**src/rtl/core/flc_pkg.sv**
```systemverilog
// ----------------------------------------------------------------------------
// flc_pkg
// Shared types and constants of the flashlight mode controller.
// ----------------------------------------------------------------------------
package flc_pkg;

  // Light levels as shown on light_level
  localparam logic [1:0] LVL_OFF  = 2'd0;
  localparam logic [1:0] LVL_LOW  = 2'd1;
  localparam logic [1:0] LVL_MED  = 2'd2;
  localparam logic [1:0] LVL_HIGH = 2'd3;

  // Toggles in one overheat blink sequence
  localparam logic [2:0] BLINK_TOGGLES = 3'd6;

  // Configuration register map (index = paddr[4:2])
  localparam int unsigned APB_AW = 5;
  localparam logic [2:0] REG_LONG_PRESS  = 3'd0;
  localparam logic [2:0] REG_STROBE_HALF = 3'd1;
  localparam logic [2:0] REG_OVERTEMP    = 3'd2;
  localparam logic [2:0] REG_TEMP_PERIOD = 3'd3;
  localparam logic [2:0] REG_BLINK       = 3'd4;

  // Register reset values
  localparam logic [7:0] RST_LONG_PRESS  = 8'd15;
  localparam logic [7:0] RST_STROBE_HALF = 8'd2;
  localparam logic [7:0] RST_OVERTEMP    = 8'd200;
  localparam logic [7:0] RST_TEMP_PERIOD = 8'd153;
  localparam logic [7:0] RST_BLINK       = 8'd15;

  // Button press tracking
  typedef enum logic [1:0] {
    PH_WAIT   = 2'd0,
    PH_TIMING = 2'd1,
    PH_HELD   = 2'd2
  } press_phase_e;

  typedef struct packed {
    logic [7:0] long_press_ticks;
    logic [7:0] strobe_half_ticks;
    logic [7:0] overtemp_threshold;
    logic [7:0] temp_period_ticks;
    logic [7:0] blink_ticks;
  } cfg_t;

  typedef struct packed {
    logic [1:0] light_level;
    logic       drive_enable;
    logic       drive_high_current;
    logic       dim_pwm_on;
    logic       power_hold;
    logic       strobe_active;
    logic       overheat_blinking;
  } result_t;

endpackage

```
**src/rtl/core/flc_if.sv**
```systemverilog
// ----------------------------------------------------------------------------
// flc_if
// Valid/ready channels: tick input and result output.
// ----------------------------------------------------------------------------
interface flc_in_if;
  logic       valid;
  logic       ready;
  logic       button_down;
  logic [7:0] temp_reading;

  modport source (output valid, output button_down, output temp_reading, input ready);
  modport sink   (input valid, input button_down, input temp_reading, output ready);
endinterface

interface flc_out_if;
  logic       valid;
  logic       ready;
  logic [1:0] light_level;
  logic       drive_enable;
  logic       drive_high_current;
  logic       dim_pwm_on;
  logic       power_hold;
  logic       strobe_active;
  logic       overheat_blinking;

  modport source (
    output valid, output light_level, output drive_enable, output drive_high_current,
    output dim_pwm_on, output power_hold, output strobe_active, output overheat_blinking,
    input ready
  );
  modport sink (
    input valid, input light_level, input drive_enable, input drive_high_current,
    input dim_pwm_on, input power_hold, input strobe_active, input overheat_blinking,
    output ready
  );
endinterface

```
**src/rtl/core/flc_cfg_regs.sv**
```systemverilog
// ----------------------------------------------------------------------------
// flc_cfg_regs
// APB register file holding the five 8-bit controller settings.
// ----------------------------------------------------------------------------
module flc_cfg_regs (
  input  logic                       clk_i,
  input  logic                       rst_ni,
  input  logic                       psel,
  input  logic                       penable,
  input  logic                       pwrite,
  input  logic [flc_pkg::APB_AW-1:0] paddr,
  input  logic [31:0]                pwdata,
  output logic [31:0]                prdata,
  output logic                       pready,
  output flc_pkg::cfg_t              cfg_o
);
  import flc_pkg::*;

  cfg_t       cfg_q;
  logic       wr_en;
  logic [2:0] reg_idx;

  assign pready  = 1'b1;
  assign wr_en   = psel & penable & pwrite;
  assign reg_idx = paddr[4:2];
  assign cfg_o   = cfg_q;

  // register writes, out-of-map indexes dropped
  always_ff @(posedge clk_i or negedge rst_ni) begin
    if (!rst_ni) begin
      cfg_q.long_press_ticks   <= RST_LONG_PRESS;
      cfg_q.strobe_half_ticks  <= RST_STROBE_HALF;
      cfg_q.overtemp_threshold <= RST_OVERTEMP;
      cfg_q.temp_period_ticks  <= RST_TEMP_PERIOD;
      cfg_q.blink_ticks        <= RST_BLINK;
    end else if (wr_en) begin
      unique case (reg_idx)
        REG_LONG_PRESS:  cfg_q.long_press_ticks   <= pwdata[7:0];
        REG_STROBE_HALF: cfg_q.strobe_half_ticks  <= pwdata[7:0];
        REG_OVERTEMP:    cfg_q.overtemp_threshold <= pwdata[7:0];
        REG_TEMP_PERIOD: cfg_q.temp_period_ticks  <= pwdata[7:0];
        REG_BLINK:       cfg_q.blink_ticks        <= pwdata[7:0];
        default: ;
      endcase
    end
  end

  // read mux
  always_comb begin
    prdata = '0;
    unique case (reg_idx)
      REG_LONG_PRESS:  prdata[7:0] = cfg_q.long_press_ticks;
      REG_STROBE_HALF: prdata[7:0] = cfg_q.strobe_half_ticks;
      REG_OVERTEMP:    prdata[7:0] = cfg_q.overtemp_threshold;
      REG_TEMP_PERIOD: prdata[7:0] = cfg_q.temp_period_ticks;
      REG_BLINK:       prdata[7:0] = cfg_q.blink_ticks;
      default:         prdata      = '0;
    endcase
  end

endmodule

```
**src/rtl/core/flc_core.sv**
```systemverilog
// ----------------------------------------------------------------------------
// flc_core
// Per-tick state update: button, strobe, temperature latch, overheat blink.
// ----------------------------------------------------------------------------
module flc_core #(
  parameter int unsigned TimerBits = 8
) (
  input  logic             clk_i,
  input  logic             rst_ni,
  input  logic             step_i,
  input  logic             button_down_i,
  input  logic [7:0]       temp_reading_i,
  input  flc_pkg::cfg_t    cfg_i,
  output flc_pkg::result_t result_o
);
  import flc_pkg::*;

  // compare width: wide enough for both timer and 8-bit threshold
  localparam int unsigned CW = (TimerBits > 8) ? TimerBits : 8;

  typedef logic [TimerBits-1:0] tmr_t;

  function automatic tmr_t sat_inc(input tmr_t t);
    return (t == '1) ? t : tmr_t'(t + 1'b1);
  endfunction

  logic [1:0]   level_now_q, level_now_d;
  logic [1:0]   level_next_q, level_next_d;
  logic         strobe_mode_q, strobe_mode_d;
  logic         drive_pin_q, drive_pin_d;
  logic         hold_pin_q, hold_pin_d;
  logic         button_prev_q, button_prev_d;
  press_phase_e press_phase_q, press_phase_d;
  tmr_t         press_timer_q, press_timer_d;
  tmr_t         strobe_timer_q, strobe_timer_d;
  tmr_t         temp_timer_q, temp_timer_d;
  logic [7:0]   temp_latched_q, temp_latched_d;
  logic         temp_seen_q, temp_seen_d;
  logic [2:0]   blink_count_q, blink_count_d;
  tmr_t         blink_timer_q, blink_timer_d;

  logic         do_step, do_toggle;

  // next state for one tick
  always_comb begin
    level_now_d    = level_now_q;
    level_next_d   = level_next_q;
    strobe_mode_d  = strobe_mode_q;
    drive_pin_d    = drive_pin_q;
    hold_pin_d     = hold_pin_q;
    button_prev_d  = button_prev_q;
    press_phase_d  = press_phase_q;
    press_timer_d  = press_timer_q;
    strobe_timer_d = strobe_timer_q;
    temp_timer_d   = temp_timer_q;
    temp_latched_d = temp_latched_q;
    temp_seen_d    = temp_seen_q;
    blink_count_d  = blink_count_q;
    blink_timer_d  = blink_timer_q;
    do_step        = 1'b0;
    do_toggle      = 1'b0;

    if (step_i) begin
      if (blink_count_q != 3'd0) begin
        // blink sequence only; everything else but the button history holds
        blink_timer_d = sat_inc(blink_timer_q);
        if (CW'(blink_timer_d) >= CW'(cfg_i.blink_ticks)) begin
          blink_timer_d = '0;
          drive_pin_d   = ~drive_pin_q;
          blink_count_d = blink_count_q - 3'd1;
          if (blink_count_d == 3'd0) begin
            level_now_d  = LVL_LOW;
            level_next_d = LVL_OFF;
            drive_pin_d  = 1'b0;
          end
        end
      end else begin
        // button press tracking
        unique case (press_phase_q)
          PH_WAIT: begin
            if (button_down_i && !button_prev_q) begin
              press_phase_d = PH_TIMING;
              press_timer_d = '0;
            end
          end
          PH_TIMING: begin
            if (!button_down_i) begin
              do_step       = 1'b1;
              press_phase_d = PH_WAIT;
            end else begin
              press_timer_d = sat_inc(press_timer_q);
              if (CW'(press_timer_d) > CW'(cfg_i.long_press_ticks)) begin
                if (level_now_q != LVL_OFF) do_toggle = 1'b1;
                else                        do_step   = 1'b1;
                press_phase_d = PH_HELD;
              end
            end
          end
          PH_HELD: begin
            if (!button_down_i) press_phase_d = PH_WAIT;
          end
          default: press_phase_d = PH_WAIT;
        endcase

        // level step
        if (do_step) begin
          level_now_d = level_next_q;
          drive_pin_d = (level_next_q == LVL_MED) || (level_next_q == LVL_HIGH);
          if (level_next_q == LVL_OFF) begin
            strobe_mode_d = 1'b0;
            hold_pin_d    = 1'b0;
            level_next_d  = LVL_LOW;
          end else begin
            if (level_next_q == LVL_LOW) hold_pin_d = 1'b1;
            level_next_d = level_next_q + 2'd1;
          end
        end

        // strobe toggle on long press
        if (do_toggle) begin
          if (strobe_mode_q) begin
            strobe_mode_d = 1'b0;
            drive_pin_d   = (level_now_q == LVL_MED) || (level_now_q == LVL_HIGH);
          end else begin
            strobe_mode_d = 1'b1;
          end
        end

        // strobe drive flashing
        strobe_timer_d = sat_inc(strobe_timer_q);
        if ((level_now_d > LVL_LOW) && strobe_mode_d &&
            (CW'(strobe_timer_d) >= CW'(cfg_i.strobe_half_ticks))) begin
          drive_pin_d    = ~drive_pin_d;
          strobe_timer_d = '0;
        end

        // temperature latch
        if (!temp_seen_q) begin
          temp_seen_d    = 1'b1;
          temp_latched_d = temp_reading_i;
          temp_timer_d   = '0;
        end else begin
          temp_timer_d = sat_inc(temp_timer_q);
          if (CW'(temp_timer_d) >= CW'(cfg_i.temp_period_ticks)) begin
            temp_latched_d = temp_reading_i;
            temp_timer_d   = '0;
          end
        end

        // overheat check
        if (((level_now_d == LVL_MED) || (level_now_d == LVL_HIGH)) &&
            (temp_latched_d > cfg_i.overtemp_threshold)) begin
          level_now_d   = LVL_MED;
          drive_pin_d   = 1'b1;
          blink_count_d = BLINK_TOGGLES;
          blink_timer_d = '0;
        end
      end
      button_prev_d = button_down_i;
    end
  end

  // state registers
  always_ff @(posedge clk_i or negedge rst_ni) begin
    if (!rst_ni) begin
      level_now_q    <= LVL_OFF;
      level_next_q   <= LVL_LOW;
      strobe_mode_q  <= 1'b0;
      drive_pin_q    <= 1'b0;
      hold_pin_q     <= 1'b1;
      button_prev_q  <= 1'b0;
      press_phase_q  <= PH_WAIT;
      press_timer_q  <= '0;
      strobe_timer_q <= '0;
      temp_timer_q   <= '0;
      temp_latched_q <= '0;
      temp_seen_q    <= 1'b0;
      blink_count_q  <= '0;
      blink_timer_q  <= '0;
    end else begin
      level_now_q    <= level_now_d;
      level_next_q   <= level_next_d;
      strobe_mode_q  <= strobe_mode_d;
      drive_pin_q    <= drive_pin_d;
      hold_pin_q     <= hold_pin_d;
      button_prev_q  <= button_prev_d;
      press_phase_q  <= press_phase_d;
      press_timer_q  <= press_timer_d;
      strobe_timer_q <= strobe_timer_d;
      temp_timer_q   <= temp_timer_d;
      temp_latched_q <= temp_latched_d;
      temp_seen_q    <= temp_seen_d;
      blink_count_q  <= blink_count_d;
      blink_timer_q  <= blink_timer_d;
    end
  end

  // result for this tick, taken from post-tick state
  always_comb begin
    result_o.light_level        = level_now_d;
    result_o.drive_enable       = drive_pin_d;
    result_o.drive_high_current = (level_now_d == LVL_HIGH);
    result_o.dim_pwm_on         = (level_now_d == LVL_LOW);
    result_o.power_hold         = hold_pin_d;
    result_o.strobe_active      = strobe_mode_d;
    result_o.overheat_blinking  = (blink_count_d != 3'd0);
  end

`ifndef NO_ASSERTIONS
  // blinking always shows medium
  a_blink_med: assert property (@(posedge clk_i) disable iff (!rst_ni)
    (blink_count_q != 3'd0) |-> (level_now_q == LVL_MED))
    else $error("blink sequence active while level is not medium");

  // end of blinking forces low and arms the next press to turn off
  a_blink_end: assert property (@(posedge clk_i) disable iff (!rst_ni)
    ((blink_count_q == 3'd1) && (blink_count_d == 3'd0)) |=>
      ((level_now_q == LVL_LOW) && (level_next_q == LVL_OFF) && !drive_pin_q))
    else $error("blink end did not force low level");

  // strobe never stays selected with the light off
  a_off_solid: assert property (@(posedge clk_i) disable iff (!rst_ni)
    (level_now_q == LVL_OFF) |-> !strobe_mode_q)
    else $error("strobe selected while light is off");

  // state only moves on an accepted tick
  a_hold_idle: assert property (@(posedge clk_i) disable iff (!rst_ni)
    !step_i |=> ($stable(level_now_q) && $stable(press_timer_q) && $stable(blink_count_q)))
    else $error("state changed without a tick");
`endif

endmodule

```
**src/rtl/core/flashlight_mode_controller_top.sv**
```systemverilog
// ----------------------------------------------------------------------------
// flashlight_mode_controller_top
// Flashlight mode controller: one tick in, one result out, APB settings.
// ----------------------------------------------------------------------------
//  channel  | dir | handshake          | payload
//  ---------+-----+--------------------+-----------------------------------------
//  in_i     | in  | valid/ready        | button_down, temp_reading
//  out_o    | out | valid/ready        | light_level, drive_*, dim_pwm_on, ...
//  apb      | in  | psel/penable/pready| paddr[4:2] register index, pwdata[7:0]
//
//  One tick per clock sustained while the output is not stalled; a result beat is
//  offered once its tick beat has passed the input register and then the state
//  update into the result register.
//  Reset clears the mode state and loads the register defaults.
//  A stalled output beat holds the tick in the input register; no beat is lost.
// ----------------------------------------------------------------------------
module flashlight_mode_controller_top #(
  parameter int unsigned TimerBits = 8
) (
  input  logic                       clk_i,
  input  logic                       rst_ni,
  flc_in_if.sink                     in_i,
  flc_out_if.source                  out_o,
  input  logic                       psel,
  input  logic                       penable,
  input  logic                       pwrite,
  input  logic [flc_pkg::APB_AW-1:0] paddr,
  input  logic [31:0]                pwdata,
  output logic [31:0]                prdata,
  output logic                       pready
);
  import flc_pkg::*;

  cfg_t       cfg;
  result_t    result;
  result_t    out_q;
  logic       out_valid_q;
  logic       in_valid_q;
  logic       in_btn_q;
  logic [7:0] in_temp_q;
  logic       advance;
  logic       step;

  flc_cfg_regs u_cfg (
    .clk_i   (clk_i),
    .rst_ni  (rst_ni),
    .psel    (psel),
    .penable (penable),
    .pwrite  (pwrite),
    .paddr   (paddr),
    .pwdata  (pwdata),
    .prdata  (prdata),
    .pready  (pready),
    .cfg_o   (cfg)
  );

  // pipeline flow control
  assign advance    = !out_valid_q || out_o.ready;
  assign in_i.ready = !in_valid_q || advance;
  assign step       = in_valid_q && advance;

  // input register
  always_ff @(posedge clk_i or negedge rst_ni) begin
    if (!rst_ni) begin
      in_valid_q <= 1'b0;
    end else if (in_i.ready) begin
      in_valid_q <= in_i.valid;
    end
  end

  always_ff @(posedge clk_i) begin
    if (in_i.ready && in_i.valid) begin
      in_btn_q  <= in_i.button_down;
      in_temp_q <= in_i.temp_reading;
    end
  end

  flc_core #(
    .TimerBits (TimerBits)
  ) u_core (
    .clk_i          (clk_i),
    .rst_ni         (rst_ni),
    .step_i         (step),
    .button_down_i  (in_btn_q),
    .temp_reading_i (in_temp_q),
    .cfg_i          (cfg),
    .result_o       (result)
  );

  // result register
  always_ff @(posedge clk_i or negedge rst_ni) begin
    if (!rst_ni) begin
      out_valid_q <= 1'b0;
    end else if (advance) begin
      out_valid_q <= in_valid_q;
    end
  end

  always_ff @(posedge clk_i) begin
    if (step) begin
      out_q <= result;
    end
  end

  assign out_o.valid              = out_valid_q;
  assign out_o.light_level        = out_q.light_level;
  assign out_o.drive_enable       = out_q.drive_enable;
  assign out_o.drive_high_current = out_q.drive_high_current;
  assign out_o.dim_pwm_on         = out_q.dim_pwm_on;
  assign out_o.power_hold         = out_q.power_hold;
  assign out_o.strobe_active      = out_q.strobe_active;
  assign out_o.overheat_blinking  = out_q.overheat_blinking;

`ifndef NO_ASSERTIONS
  // a pending tick with a free result slot yields a result beat next cycle
  a_fill: assert property (@(posedge clk_i) disable iff (!rst_ni)
    (in_valid_q && !out_valid_q) |=> out_valid_q)
    else $error("pending tick did not reach the result register");

  // a stalled result beat blocks the core
  a_stall: assert property (@(posedge clk_i) disable iff (!rst_ni)
    (out_valid_q && !out_o.ready) |-> !step)
    else $error("core stepped while result beat was stalled");

  // a stalled result beat keeps its value
  a_hold: assert property (@(posedge clk_i) disable iff (!rst_ni)
    (out_valid_q && !out_o.ready) |=> $stable(out_q))
    else $error("stalled result beat changed");
`endif

endmodule
```
**src/flat_wrapper.sv**
```systemverilog
// flat-port wrapper written by rule: the top's interface ports become plain ports
module flashlight_mode_controller_top_flat import flc_pkg::*;
#(
  parameter int unsigned TimerBits = 8
)
  (clk_i, rst_ni, psel, penable, pwrite, paddr, pwdata, prdata, pready, in_i_valid, in_i_button_down, in_i_temp_reading, in_i_ready, out_o_valid, out_o_light_level, out_o_drive_enable, out_o_drive_high_current, out_o_dim_pwm_on, out_o_power_hold, out_o_strobe_active, out_o_overheat_blinking, out_o_ready);
  flc_in_if in_i_i ();
  flc_out_if out_o_i ();
  input  logic clk_i;
  input  logic rst_ni;
  input  logic psel;
  input  logic penable;
  input  logic pwrite;
  input  logic [flc_pkg::APB_AW-1:0] paddr;
  input  logic [31:0] pwdata;
  output logic [31:0] prdata;
  output logic pready;
  input wire logic [$bits(in_i_i.valid)-1:0] in_i_valid;
  input wire logic [$bits(in_i_i.button_down)-1:0] in_i_button_down;
  input wire logic [$bits(in_i_i.temp_reading)-1:0] in_i_temp_reading;
  output wire logic [$bits(in_i_i.ready)-1:0] in_i_ready;
  output wire logic [$bits(out_o_i.valid)-1:0] out_o_valid;
  output wire logic [$bits(out_o_i.light_level)-1:0] out_o_light_level;
  output wire logic [$bits(out_o_i.drive_enable)-1:0] out_o_drive_enable;
  output wire logic [$bits(out_o_i.drive_high_current)-1:0] out_o_drive_high_current;
  output wire logic [$bits(out_o_i.dim_pwm_on)-1:0] out_o_dim_pwm_on;
  output wire logic [$bits(out_o_i.power_hold)-1:0] out_o_power_hold;
  output wire logic [$bits(out_o_i.strobe_active)-1:0] out_o_strobe_active;
  output wire logic [$bits(out_o_i.overheat_blinking)-1:0] out_o_overheat_blinking;
  input wire logic [$bits(out_o_i.ready)-1:0] out_o_ready;
  assign in_i_i.valid = in_i_valid;
  assign in_i_i.button_down = in_i_button_down;
  assign in_i_i.temp_reading = in_i_temp_reading;
  assign in_i_ready = in_i_i.ready;
  assign out_o_valid = out_o_i.valid;
  assign out_o_light_level = out_o_i.light_level;
  assign out_o_drive_enable = out_o_i.drive_enable;
  assign out_o_drive_high_current = out_o_i.drive_high_current;
  assign out_o_dim_pwm_on = out_o_i.dim_pwm_on;
  assign out_o_power_hold = out_o_i.power_hold;
  assign out_o_strobe_active = out_o_i.strobe_active;
  assign out_o_overheat_blinking = out_o_i.overheat_blinking;
  assign out_o_i.ready = out_o_ready;
  flashlight_mode_controller_top #(.TimerBits(TimerBits)) u_core (.clk_i(clk_i), .rst_ni(rst_ni), .in_i(in_i_i), .out_o(out_o_i), .psel(psel), .penable(penable), .pwrite(pwrite), .paddr(paddr), .pwdata(pwdata), .prdata(prdata), .pready(pready));
endmodule
```
**config.mk**
```make
export PLATFORM = sky130hd
export DESIGN_NAME = flashlight_mode_controller_top_flat
export DESIGN_NICKNAME = d
export VERILOG_FILES = /design/src/rtl/core/flc_pkg.sv /design/src/rtl/core/flc_if.sv /design/src/rtl/core/flc_cfg_regs.sv /design/src/rtl/core/flc_core.sv /design/src/rtl/core/flashlight_mode_controller_top.sv /design/src/flat_wrapper.sv
export SDC_FILE = /design/constraint.sdc
export NUM_CORES = 1
export LEC_CHECK = 0
export BUFFER_PORTS_ARGS = -buffer_cell sky130_fd_sc_hd__buf_2
export CAP_MARGIN = 40
export CORE_MARGIN = 5
export CORE_UTILIZATION = 53
export CTS_CLUSTER_SIZE = 24
export DETAILED_ROUTE_END_ITERATION = 10
export HOLD_SLACK_MARGIN = 0.1
export PLACE_DENSITY = 0.83
export SYNTH_ARGS = -nofsm -noshare
export SYNTH_HDL_FRONTEND = slang
export SYNTH_SLANG_ARGS = --single-unit
```
**constraint.sdc**
```tcl
create_clock -name clk_i -period 5.2 [get_ports clk_i]
set_clock_uncertainty 0.2 [all_clocks]
set_input_delay 0.78 -clock clk_i [delete_from_list [all_inputs] [get_ports clk_i]]
set_output_delay 0.78 -clock clk_i [all_outputs]
set_load 0.03 [all_outputs]
```
==> out/qor.yml <==
status:
  status: "finished, final reports clean"
sta:
  maxSlewHeadroom: 0.429
  finalCritPeriodShare: 0.951
  layout_min_cycle_time_ns: 4.95
  fin_ws_ns: 0.255
  tightest_slew_ns: 0.856
  final_hold_viol_count: 0
  maxSlewViolCount: 0
  max_freq_mhz: 202
  setup_viol: 0
run:
  cap_violations: 0
yosys:
  synth_cell_types: 60
  synth.avg_cell_area_um2: 9.35
  netlist_top_cells_area: "dfrtp_1 (29%), ha_1 (9.2%), edfxtp_1 (7.5%)"
  netlist_area_um2: 6830
  synthTopCellsByCount: "nand2_1 (91), dfrtp_1 (78), o21ai_0 (61)"
  synth_top_cell_area_share: 0.286
  yosys.area.top_type: "dfrtp_1"
  synth-seq-area-share: 0.430
  yosys_warnings: 0
  synth_edf_count: 17
  ys.flop_type: "dfrtp_1"
  ys_ff_latch: 113
  syn_inst: 730
  post-synth-top-count-cell: "nand2_1"
  async_flop_share: 0.850
floorplanning:
  dieArea_um2: 15200
  pin_count: 96
  core_um2: 12600
  dieWidth_um: 123
  start_util: 0.541
  num_rows: 41
  dieHeight_um: 123
global_routing:
  antenna_found_initial: 0
  grt-busiest-layer: "met2"
  met1_usage: 0.300
  overflow: 0
  grt_max_degree: 66
  use_met3: 0.0462
  grt_pass1_vias: 5321
  use_met2: 0.348
  grt_pass1_wl_um: 26100
  grt_usage: 0.221
clock_tree:
  cts_tree: "yes"
  clock_latency_ns: 0.43
  cts_made_buffers: 17
  htreeDepth: 4
  cts_buffer_depth: 2
  ctsHoldBuffers: 0
  path_clk_slew_ns: 0.05
  root_buffer: "clkbuf_16"
  cts_sinks: 113
worst_setup_path:
  crit_buf_inv: 2
  crit_fanout: 7
  worst_ep_required_time_ns: 5.27
  end_kind: "register"
  slowest_delay_ns: 0.41
  crit_chain: "ha_4, nand3_1, nor2_2, nand2_2, mux2_2, ha_1, a21o_1, a21o_1, a211oi_2, o21bai_1, a31oi_4, buf_6, mux2_2, ha_1, nor2b_1, o21ai_0, a21oi_1, o21ai_1, buf_4, a21oi_4, a311oi_1, mux2_1, nor2_2"
  crit_path_start_kind: "register"
  arrival_ns: 5.02
  slowest_stage: "dfrtp_1"
  path_class: "reg -> reg"
  crit_family: "compound AO/OA/AOI/OAI gates"
layout:
  regArea_um2: 2940
  drive_above_1_share: 0.189
  synthToLayoutAreaGrowth_pct: 15.3
  nNetsFinal: 889
  post-route-cell-area_um2: 7870
  fillers: 1051
  multi_input_area_um2: 3560
  diodes: 0
route:
  drt_iter0_markers: 662
  drc: 0
  drt-total-wl_um: 16100
  vias_per_cell: 5.75
  dr.pass1.iters: 5
  ant_nets: 0
  post_drt_wl_per_cell_um: 16.6
  num_vias: 5586
place:
  io_buffers: 44
  pre_cts_ws_ns: -0.0937
  place.gp.congestion: 0.873
  placed_cell_area_um2: 7150
  place_hpwl_um: 11400
power_and_ir_drop:
  leakage_nw: 3.66
  power.density_nw_per_um2: 463
  ir_drop_mv: 0.247
  p_total_mw: 3.64
hold_path:
  hold_path_class: "in -> async"
what timing repair did:
action                                  CTS  global route
endpoints found under the hold margin     0             0
pin swaps                                 1             3
resized for setup                         3            10
setup buffers                             2             3
endpoints found under the setup margin   14            17
cell usage in the layout, fill, tap and decap left out, drive strengths merged, types with 4 or more instances in the layout:
cell	count
nand2	91
dfrtp	78
o21ai	69
buf	60
inv	53
ha	50
nor2	49
nand3	34
mux2	33
conb	25
a21oi	23
clkbuf	19
dfstp	18
edfxtp	17
a22oi	16
xnor2	12
nor3	12
nand2b	11
o22ai	11
a22o	11
o21a	9
nor2b	8
a21o	7
and3	7
nand4	7
clkinv	7
and2	6
o31ai	5
a31oi	5
mux2i	4
metrics by stage:
step           instances  utilization  hold WS [ns]  TNS [ns]
2_1_floorplan        753            -         0.235         0
3_3_place_gp         934        0.567         0.256         0
3_5_place_dp         934        0.567         0.270    -0.451
4_1_cts              968        0.619         0.282         0
5_1_grt              971        0.624         0.314   -0.0149
6_report             971        0.624         0.275         0
logic make-up (layout without fill, tap and decap cells):
kind of cell / count (synthesis) / after routing / synth area share
and+or+nand+nor: 234 / 234 / 0.157
AOI/OAI and AO/OA: 182 / 182 / 0.172
DFF: 113 / 113 / 0.430
buffers and inverters: 97 / 143 / 0.0687
adders and majority gates: 50 / 50 / 0.0917
muxes: 37 / 37 / 0.0603
xor gates and xnor gates: 15 / 15 / 0.0192
other: 2 / 25 / 0.00110
sequential cells by signal, summed over array words and instances (netlist names), 2 cells and up:
| signal | flops |
|---|---|
| u_core.u_core.temp_timer_q | 8 |
| u_core.u_core.press_phase_q | 2 |
| u_core.u_core.temp_latched_q | 8 |
| u_core.in_temp_q | 8 |
| u_core.u_core.strobe_timer_q | 8 |
| u_core.u_cfg.cfg_o | 40 |
| u_core.u_core.level_next_q | 2 |
| u_core.u_core.blink_timer_q | 8 |
| u_core.u_core.blink_count_q | 3 |
| u_core.u_core.press_timer_q | 8 |
| u_core.out_o.light_level | 2 |
| u_core.u_core.level_now_q | 2 |
worst paths after layout:
kind,startpoint,end,slack (ns),depth (start not counted)
worst max-delay path,u_core.u_core.temp_timer_q[0]$_DFFE_PN0P_,u_core.out_o.drive_enable$_DFFE_PP_,0.25,23
worst min-delay path,rst_ni,u_core.u_core.temp_timer_q[7]$_DFFE_PN0P_,0.27,1
worst max register to register,u_core.u_core.temp_timer_q[0]$_DFFE_PN0P_,u_core.out_o.drive_enable$_DFFE_PP_,0.25,23
worst min register to register,u_core.u_core.temp_latched_q[1]$_DFFE_PN0P_,u_core.u_core.temp_latched_q[1]$_DFFE_PN0P_,0.28,1
max in group asynchronous,rst_ni,u_core.u_cfg.cfg_o[25]$_DFFE_PN1P_,3.55,2
min in group clk_i,u_core.u_core.temp_latched_q[1]$_DFFE_PN0P_,u_core.u_core.temp_latched_q[1]$_DFFE_PN0P_,0.28,1
worst reg2reg max path: stages (launching register included):
cell      delay, ns
dfrtp_1        0.41
ha_4           0.18
nand3_1        0.13
nor2_2         0.15
nand2_2        0.09
mux2_2         0.32
ha_1           0.30
a21o_1         0.16
a21o_1         0.19
a211oi_2       0.23
o21bai_1       0.13
a31oi_4        0.17
buf_6          0.16
mux2_2         0.38
ha_1           0.29
nor2b_1        0.12
o21ai_0        0.08
a21oi_1        0.15
o21ai_1        0.09
buf_4          0.16
a21oi_4        0.20
a311oi_1       0.08
mux2_1         0.32
nor2_2         0.13
where the power goes:
group	internal [mW]	switching [mW]	total, mW
Clock	0.792	0.426	1.22
Combinational	0.495	0.666	1.16
Sequential	1.12	0.146	1.26
layout make-up:
class / count / area share
clock buffers: 19 / 0.0590
clock inverters: 13 / 0.0199
inverters: 51 / 0.0243
multi-input cells: 543 / 0.452
flip-flops and latches: 113 / 0.373
well taps: 172 / 0.0273
repair buffers: 60 / 0.0440
layer usage:
layer | up-vias | part of all wire
met5 | - | 0
met4 | 0 | 0.019
li1 | 2661 | -
met1 | 2702 | 0.46
met3 | 25 | 0.057
met2 | 198 | 0.47
Power figures use the tool's default switching activity.
